===== config.mk =====
export PLATFORM = sky130hd
export DESIGN_NAME = ibd_ctrl
export DESIGN_NICKNAME = d
export VERILOG_FILES = /design/src/image_block_downscaler_unit_assert.svh /design/src/ibd_pkg.sv /design/src/ibd_ctrl.sv
export SDC_FILE = /design/constraint.sdc
export NUM_CORES = 1
export LEC_CHECK = 0
export ABC_AREA = 1
export BUFFER_PORTS_ARGS = -buffer_cell sky130_fd_sc_hd__buf_2
export CELL_PAD_IN_SITES_DETAIL_PLACEMENT = 1
export CELL_PAD_IN_SITES_GLOBAL_PLACEMENT = 2
export CORE_MARGIN = 2
export CORE_UTILIZATION = 35
export CTS_CLUSTER_SIZE = 20
export DETAILED_ROUTE_END_ITERATION = 16
export HOLD_SLACK_MARGIN = 0.06
export PLACE_DENSITY = 0.89
export SETUP_SLACK_MARGIN = 0.1
export SKIP_CTS_REPAIR_TIMING = 1
export SYNTH_ARGS = -nofsm -noshare
export SYNTH_HDL_FRONTEND = slang
export SYNTH_SLANG_ARGS = --single-unit
export TNS_END_PERCENT = 10

===== constraint.sdc =====
create_clock -name clk_i -period 4.1 [get_ports clk_i]
set_clock_uncertainty 0.15 [all_clocks]
set_input_delay 0.205 -clock clk_i [delete_from_list [all_inputs] [get_ports clk_i]]
set_output_delay 0.205 -clock clk_i [all_outputs]
set_load 0.02 [all_outputs]

===== src/image_block_downscaler_unit_assert.svh =====
// Assertion helpers for the downscaler.
`ifndef IMAGE_BLOCK_DOWNSCALER_UNIT_ASSERT_SVH
`define IMAGE_BLOCK_DOWNSCALER_UNIT_ASSERT_SVH
`define IBD_ASSERT_IMP(label, clk, rst_n, a, c) \
  label: assert property (@(posedge clk) disable iff (!rst_n) (a) |-> (c)) \
    else $error("implication failed");
`define IBD_ASSERT_NXT(label, clk, rst_n, a, c) \
  label: assert property (@(posedge clk) disable iff (!rst_n) (a) |=> (c)) \
    else $error("next-cycle check failed");
`endif


===== src/ibd_pkg.sv =====
`default_nettype none
package ibd_pkg;
  localparam int unsigned DefMaxWidth  = 4096;
  localparam int unsigned DefMaxFactor = 16;
  localparam int unsigned LineLimit    = 4096;
  localparam int unsigned CfgIdxW      = 2;
  localparam int unsigned CfgDataW     = 13;

  localparam logic [CfgIdxW-1:0] RegScale  = 2'd0;
  localparam logic [CfgIdxW-1:0] RegWidth  = 2'd1;
  localparam logic [CfgIdxW-1:0] RegHeight = 2'd2;
  localparam logic [CfgIdxW-1:0] RegColor  = 2'd3;

  typedef struct packed {
    logic [7:0] red_in;
    logic [7:0] green_in;
    logic [7:0] blue_in;
  } pix_in_t;

  typedef struct packed {
    logic [7:0] red_out;
    logic [7:0] green_out;
    logic [7:0] blue_out;
    logic       end_of_row;
    logic       end_of_frame;
  } pix_out_t;

  // Controller to datapath.
  typedef struct packed {
    logic rd_en;      // read partial sums of the current pixel's column
    logic wr_en;      // write back the accumulated sum
    logic load_out;   // reduced pixel goes to the output register
  } ctl_cmd_t;

  // Per-pixel tags carried with the read.
  typedef struct packed {
    logic       first;
    logic       last;
    logic [1:0] wt;      // weight: 0,1,2,4 coded as shift 0..2 with zero flag
    logic       wzero;
    logic       rgb;
    logic       eor;
    logic       eof;
  } pix_tag_t;
endpackage
`default_nettype wire


===== src/ibd_ctrl.sv =====
`default_nettype none
module ibd_ctrl #(
  parameter int unsigned MaxWidth  = 4096,
  parameter int unsigned MaxFactor = 16
) (
  input  wire logic                       clk_i,
  input  wire logic                       rst_ni,
  input  wire logic                       cfg_we_i,
  input  wire logic [ibd_pkg::CfgIdxW-1:0]  cfg_idx_i,
  input  wire logic [ibd_pkg::CfgDataW-1:0] cfg_data_i,
  input  wire logic                       in_valid_i,
  output logic                            in_stall_o,
  input  wire logic                       out_busy_i,
  output ibd_pkg::ctl_cmd_t               cmd_o,
  output ibd_pkg::pix_tag_t               tag_o,
  output logic [$clog2(MaxWidth/2)-1:0]   addr_o,
  output logic [$clog2(MaxFactor+1)-1:0]  factor_o
);
  import ibd_pkg::*;
  localparam int unsigned AW  = $clog2(MaxWidth/2);
  localparam int unsigned PW  = $clog2(LineLimit > MaxWidth ? LineLimit : MaxWidth) + 1;
  localparam int unsigned FW  = $clog2(MaxFactor+1);

  typedef enum logic [2:0] {
    StIdle = 3'b001, StRead = 3'b010, StWrite = 3'b100
  } state_e;
  state_e state_q, state_d;

  logic [4:0]  scale_q;
  logic [12:0] width_q, height_q;
  logic        color_q;
  logic [PW-1:0] x_q, y_q, bx_q;
  logic [FW-1:0] cx_q, ry_q;

  logic [FW-1:0] f;
  logic [PW-1:0] w, h;
  always_comb begin
    f = (scale_q == 5'd0) ? FW'(1) :
        ({27'd0, scale_q} > MaxFactor) ? FW'(MaxFactor) : FW'(scale_q);
    w = (width_q == 13'd0) ? PW'(1) :
        ({19'd0, width_q} > MaxWidth) ? PW'(MaxWidth) : PW'(width_q);
    h = (height_q == 13'd0) ? PW'(1) :
        ({19'd0, height_q} > LineLimit) ? PW'(LineLimit) : PW'(height_q);
  end

  // Pixel extent of full blocks per line and frame, compared with x and y.
  logic [PW-1:0] out_w_end, out_h_end;   // x/y limits of full blocks
  logic [PW-1:0] bx_w_q, by_h_q;
  logic          lim_rdy_q;
  // Limits computed once per config by repeated addition.
  logic [PW-1:0] acc_q;
  logic [1:0]    lphase_q;
  assign out_w_end = bx_w_q;
  assign out_h_end = by_h_q;

  logic accept, in_range, cx_last, ry_last, x_wrap, y_wrap;
  assign in_stall_o = !(state_q == StIdle) || !lim_rdy_q;
  assign accept = in_valid_i && !in_stall_o;
  assign in_range = (x_q < out_w_end) && (y_q < out_h_end);
  assign cx_last = (cx_q == f - FW'(1));
  assign ry_last = (ry_q == f - FW'(1));
  assign x_wrap = (x_q + PW'(1) >= w);
  assign y_wrap = (y_q + PW'(1) >= h);

  always_comb begin
    state_d = state_q;
    unique case (state_q)
      StIdle:  if (accept && in_range) state_d = StRead;
      StRead:  state_d = StWrite;
      // Hold a finished block until the output register is free.
      StWrite: if (!(tag_o.last && out_busy_i)) state_d = StIdle;
      default: state_d = StIdle;
    endcase
  end

  logic [1:0] wsh;
  logic       wz;
  always_comb begin
    wsh = 2'd0;
    wz  = 1'b0;
    if (f == FW'(3)) wsh = 2'((ry_q == FW'(1)) ? 1 : 0) + 2'((cx_q == FW'(1)) ? 1 : 0);
    else if (f[0]) wz = 1'b1;
  end

  always_ff @(posedge clk_i or negedge rst_ni) begin
    if (!rst_ni) begin
      state_q <= StIdle;
      scale_q <= 5'd2; width_q <= 13'd4096; height_q <= 13'd4096; color_q <= 1'b0;
      x_q <= '0; y_q <= '0; cx_q <= '0; ry_q <= '0; bx_q <= '0;
      lim_rdy_q <= 1'b0; lphase_q <= 2'd0; acc_q <= '0;
      bx_w_q <= '0; by_h_q <= '0;
      tag_o <= '0; addr_o <= '0;
    end else begin
      state_q <= state_d;
      if (cfg_we_i) begin
        unique case (cfg_idx_i)
          RegScale:  scale_q  <= cfg_data_i[4:0];
          RegWidth:  width_q  <= cfg_data_i;
          RegHeight: height_q <= cfg_data_i;
          RegColor:  color_q  <= cfg_data_i[0];
          default: ;
        endcase
        x_q <= '0; y_q <= '0; cx_q <= '0; ry_q <= '0; bx_q <= '0;
        lim_rdy_q <= 1'b0; lphase_q <= 2'd0;
      end else if (!lim_rdy_q) begin
        // Find floor(w/f)*f and floor(h/f)*f by stepping f at a time.
        unique case (lphase_q)
          2'd0: begin acc_q <= PW'(f); lphase_q <= 2'd1; end
          2'd1: if (acc_q > w) begin
                  bx_w_q <= acc_q - PW'(f); acc_q <= PW'(f); lphase_q <= 2'd2;
                end else acc_q <= acc_q + PW'(f);
          2'd2: if (acc_q > h) begin
                  by_h_q <= acc_q - PW'(f); lim_rdy_q <= 1'b1; lphase_q <= 2'd0;
                end else acc_q <= acc_q + PW'(f);
          default: lphase_q <= 2'd0;
        endcase
      end else if (accept) begin
        tag_o.first <= (cx_q == '0) && (ry_q == '0);
        tag_o.last  <= cx_last && ry_last;
        tag_o.wt    <= wsh;
        tag_o.wzero <= wz;
        tag_o.rgb   <= color_q;
        tag_o.eor   <= (x_q + PW'(1) == out_w_end);
        tag_o.eof   <= (x_q + PW'(1) == out_w_end) && (y_q + PW'(1) == out_h_end);
        addr_o      <= AW'(bx_q);
        if (cx_last || x_wrap) begin
          cx_q <= '0;
          bx_q <= bx_q + PW'(cx_last ? 1 : 0);
        end else cx_q <= cx_q + FW'(1);
        x_q <= x_q + PW'(1);
        if (x_wrap) begin
          x_q <= '0; bx_q <= '0;
          ry_q <= ry_last ? '0 : ry_q + FW'(1);
          y_q <= y_q + PW'(1);
          if (y_wrap) begin y_q <= '0; ry_q <= '0; end
        end
      end
    end
  end

  assign cmd_o.rd_en    = (state_q == StRead);
  assign cmd_o.wr_en    = (state_q == StWrite);
  assign cmd_o.load_out = (state_q == StWrite) && tag_o.last && !out_busy_i;
  assign factor_o = f;
endmodule
`default_nettype wire


==> summary.txt <==
Critical path
  – Cell chain of the critical path: inv_2 > nand3_1 > nand2_1 > nand2_1 > ha_1 > o21ai_0 > o21ai_1 > nor3_4 > nand2_1 > nor2_2 > ha_1 > nand2_1 > nor3_4 > nand3_1 > nor2_1 > nand3_1 > nand2_1 > nand2_1 > nor3_1 > nand3_1 > nand2_1
  – Critical Path RT: 4340 ps
  – Crit Reg-Reg Startpoint: scale_q[2]
  – CP Launch Type: flip-flop
  – CP bufs+invs: 1
  – Critical Path Sink Type: flip-flop
  – Delay-heaviest family, CP: simple AND/OR/NAND/NOR gates
  – Worst-path maximum fanout: 6
  – CP startpoint: scale_q[2]
  – Critical Path AT: 3840 ps
  – Crit-path most repeated cell: nand2_1
  – CP max stage cell: dfrtp_1
  – Slowest Stage Delay on Critical Path: ~440 ps
  – WS Path Type: flip-flop to flip-flop

Yosys
  – Post-synthesis cell type count: 53
  – Post-synthesis cell count: 1440
  – Seq/Total Area, Yosys: 33.81%
  – Async SR Flop Fraction: 100.0%
  – Synth Area per Inst: roughly 7.4 um2
  – Post-Synth XOR/XNOR Area: around 3.3%
  – Post-synth EDFFs: 0
  – Syn Std Cell Area: approximately 11000 um2
  – Primary FF master, synth: dfrtp_1
  – Adder-Cell Fraction of Synth Area: 13.01%
  – Ys Warns: 0
  – Main combinational cell family by area after synthesis: simple AND/OR/NAND/NOR gates
  – Post-synthesis simple-gate area fraction: 31.78%
  – Synth Area in Compound Gates: under 10%
  – Yosys reg bits: 143
  – Proportion of synthesized area in mux cells: 0%
  – Synth Net Count: 1569

Clock network
  – Max Root-Sink Buffers: 2
  – H-tree Lvls: 4
  – Total CTS buffers: 17
  – Worst-path clk slew: roughly 80 ps
  – Clock Sinks: 143
  – Worst skew pair latency: roughly 450 ps
  – Root Buffer: clkbuf_16
  – CTS tree: yes

STA
  – Hold_ws: around 41 ps
  – Setup TNS Final: 0 ps
  – Final setup margin: 504.7 ps
  – Final Cycle Share: between 80% and 90%
  – Fmax: 278.1 MHz
  – Hold violation count in the final report: 0
  – Pins Over Slew Limit: 0
  – Relative slew slack: 32.50%
  – RSZ-0062 raised after global routing: false
  – Final setup violation count: 0
  – Slew at the pin with the worst max-slew slack: 1012 ps
  – Crit path time final: ~3600 ps

Placement
  – DPL Wire Length: 26870 um
  – I/O Buffers: 47
  – Dpl ws: 534.8 ps
  – GP Congestion: 0.8891

Power
  – Worst VDD drop: 264.1 uV
  – Leakage power: 0.006055 uW
  – PwrDens: 495.0 nW/um2
  – Power Total: 5916 uW

Global routing
  – Vias in the first global route: a little over 10000
  – First-pass GRT wire length: 54730 um
  – Largest net degree at the start of global routing: 97
  – Total gr overflow: 0
  – GR Util All Layers: 22.30%
  – Initial antenna violation count: 1

Floorplan
  – Die width: 178.0 um
  – IO Count: 48
  – Die area: 31690 um2
  – Die height: 178.0 um
  – Core footprint: roughly 30000 um2
  – Cell Rows: 63
  – Initial Util: 35.66%

Final layout
  – Synth-to-layout area growth: 12.77%
  – Multi-input logic area: 6122 um2
  – Register area: 3583 um2
  – Most frequent cells in the layout: 405 x nand2_1, 171 x inv_1, 139 x dfrtp_1
  – Share of layout cells above drive strength 1: 9.934%
  – # diodes: 0
  – Fill count: 3709
  – Layout Nets: 1626
  – Commonest non-fill, non-tap cell in the layout: nand2_1

Flow run
  – Max_cap viols: 0

Drt
  – Post-route ant nets: 0
  – Routed WL: 34300 um
  – Via density: 5.214
  – Avg WL per Cell: ~18 um
  – Vias: approximately 10000
  – Drt first pass iters: 5
  – DRC errors left: 0
  – Initial DRC count: ~540

Run status
  – Status: completed

Min path
  – Hold path start: in_valid_i
  – Hold crit path type: input port to flip-flop
## area by class of cell
class                   instances  area share, %
clock buffers                  18          3.591
clock inverters                14          1.225
inverters                     186          5.884
multi-input cells            1076          51.22
flip-flops and latches        143          29.98
well taps                     390          4.083
repair buffers                 73          4.010
## flip-flops by register name, summed over array words and instances (netlist names)
signal / cells
width_q: 13
acc_q: 13
addr_o: 11
lphase_q: 2
state_q: 3
bx_w_q: 13
lim_rdy_q: 1
color_q: 1
ry_q: 5
cx_q: 5
x_q: 13
bx_q: 11
height_q: 13
tag_o: 8
y_q: 13
by_h_q: 13
scale_q: 5
## worst reg2reg max path, cell delays in order (launching register included)
cell and delay (ps):
dfrtp_1 440, inv_2 110, nand3_1 100, nand2_1 70, nand2_1 140, ha_1 300
o21ai_0 300, o21ai_1 150, nor3_4 220, nand2_1 100, nor2_2 170, ha_1 170
nand2_1 120, nor3_4 220, nand3_1 100, nor2_1 160, nand3_1 90, nand2_1 60
nand2_1 40, nor3_1 150, nand3_1 100, nand2_1 70
## final timing paths
check,slack (ps),depth (start not counted),endpoint
max,500,21,bx_q[10]
min,40,6,state_q[0]
max reg2reg,500,21,bx_q[10]
min reg2reg,330,2,addr_o[7]
max in group asynchronous,2560,3,width_q[12]
min in group asynchronous,280,2,height_q[9]
## cells in the mapped netlist (2+ instances only)
master / count / share of area (%)
nand2_2: 6 / 0.35
o21ai_0: 106 / 5.0
xor2_1: 32 / 2.6
nand4_1: 49 / 2.9
nor2_8: 2 / 0.38
inv_1: 171 / 6.1
fa_1: 2 / 0.38
buf_6: 4 / 0.42
buf_2: 15 / 0.71
o22ai_1: 12 / 0.71
dfstp_2: 4 / 0.99
clkinv_1: 3 / 0.11
nor3_1: 19 / 0.90
o21bai_1: 2 / 0.14
nor2_1: 91 / 3.2
xnor2_1: 3 / 0.25
buf_4: 2 / 0.14
nand2_1: 405 / 14
or2_2: 4 / 0.24
nand3b_1: 8 / 0.57
nor4_1: 8 / 0.47
a21oi_1: 50 / 2.4
ha_1: 107 / 13
nor2_4: 4 / 0.42
nand3_2: 15 / 1.4
and2_1: 4 / 0.24
nand3_1: 104 / 4.9
dfrtp_1: 139 / 33
a31oi_1: 3 / 0.18
o21ai_1: 13 / 0.61
nor3_4: 2 / 0.31
nor3b_1: 2 / 0.14
o221ai_1: 2 / 0.17
inv_2: 11 / 0.39
clkbuf_1: 13 / 0.46
nor2_2: 6 / 0.35
## report_power, final
part | total [uW] | internal [uW] | switching (uW)
clock network | 1590 | 858 | 732
registers | 1910 | 1680 | 237
logic | 2410 | 794 | 1620
## stage by stage
stage	util (%)	cells	cell area [um2]
2_1_floorplan	-	1440	10600
3_3_place_gp	37.71	1851	11210
3_5_place_dp	37.71	1851	11210
4_1_cts	39.64	1883	11780
5_1_grt	40.22	1900	11950
6_report	40.22	1900	11950
## cells by family after synthesis
logic type                 after synthesis
adders and majority gates              109
AOI/OAI and AO/OA                      195
xor gates and xnor gates                37
DFF                                    143
buffers and inverters                  221
and+or+nand+nor                        735
## layer usage
metal  global-route usage [%]  vias to the layer above  share of wire, %
li1                         -                     4858                 -
met1                    30.46                     4888                48
met4                    6.352                        2               2.1
met2                    36.64                      119                47
met5                        0                        -             0.035
met3                    3.282                       39               2.8
(Power assumes the default switching activity.)
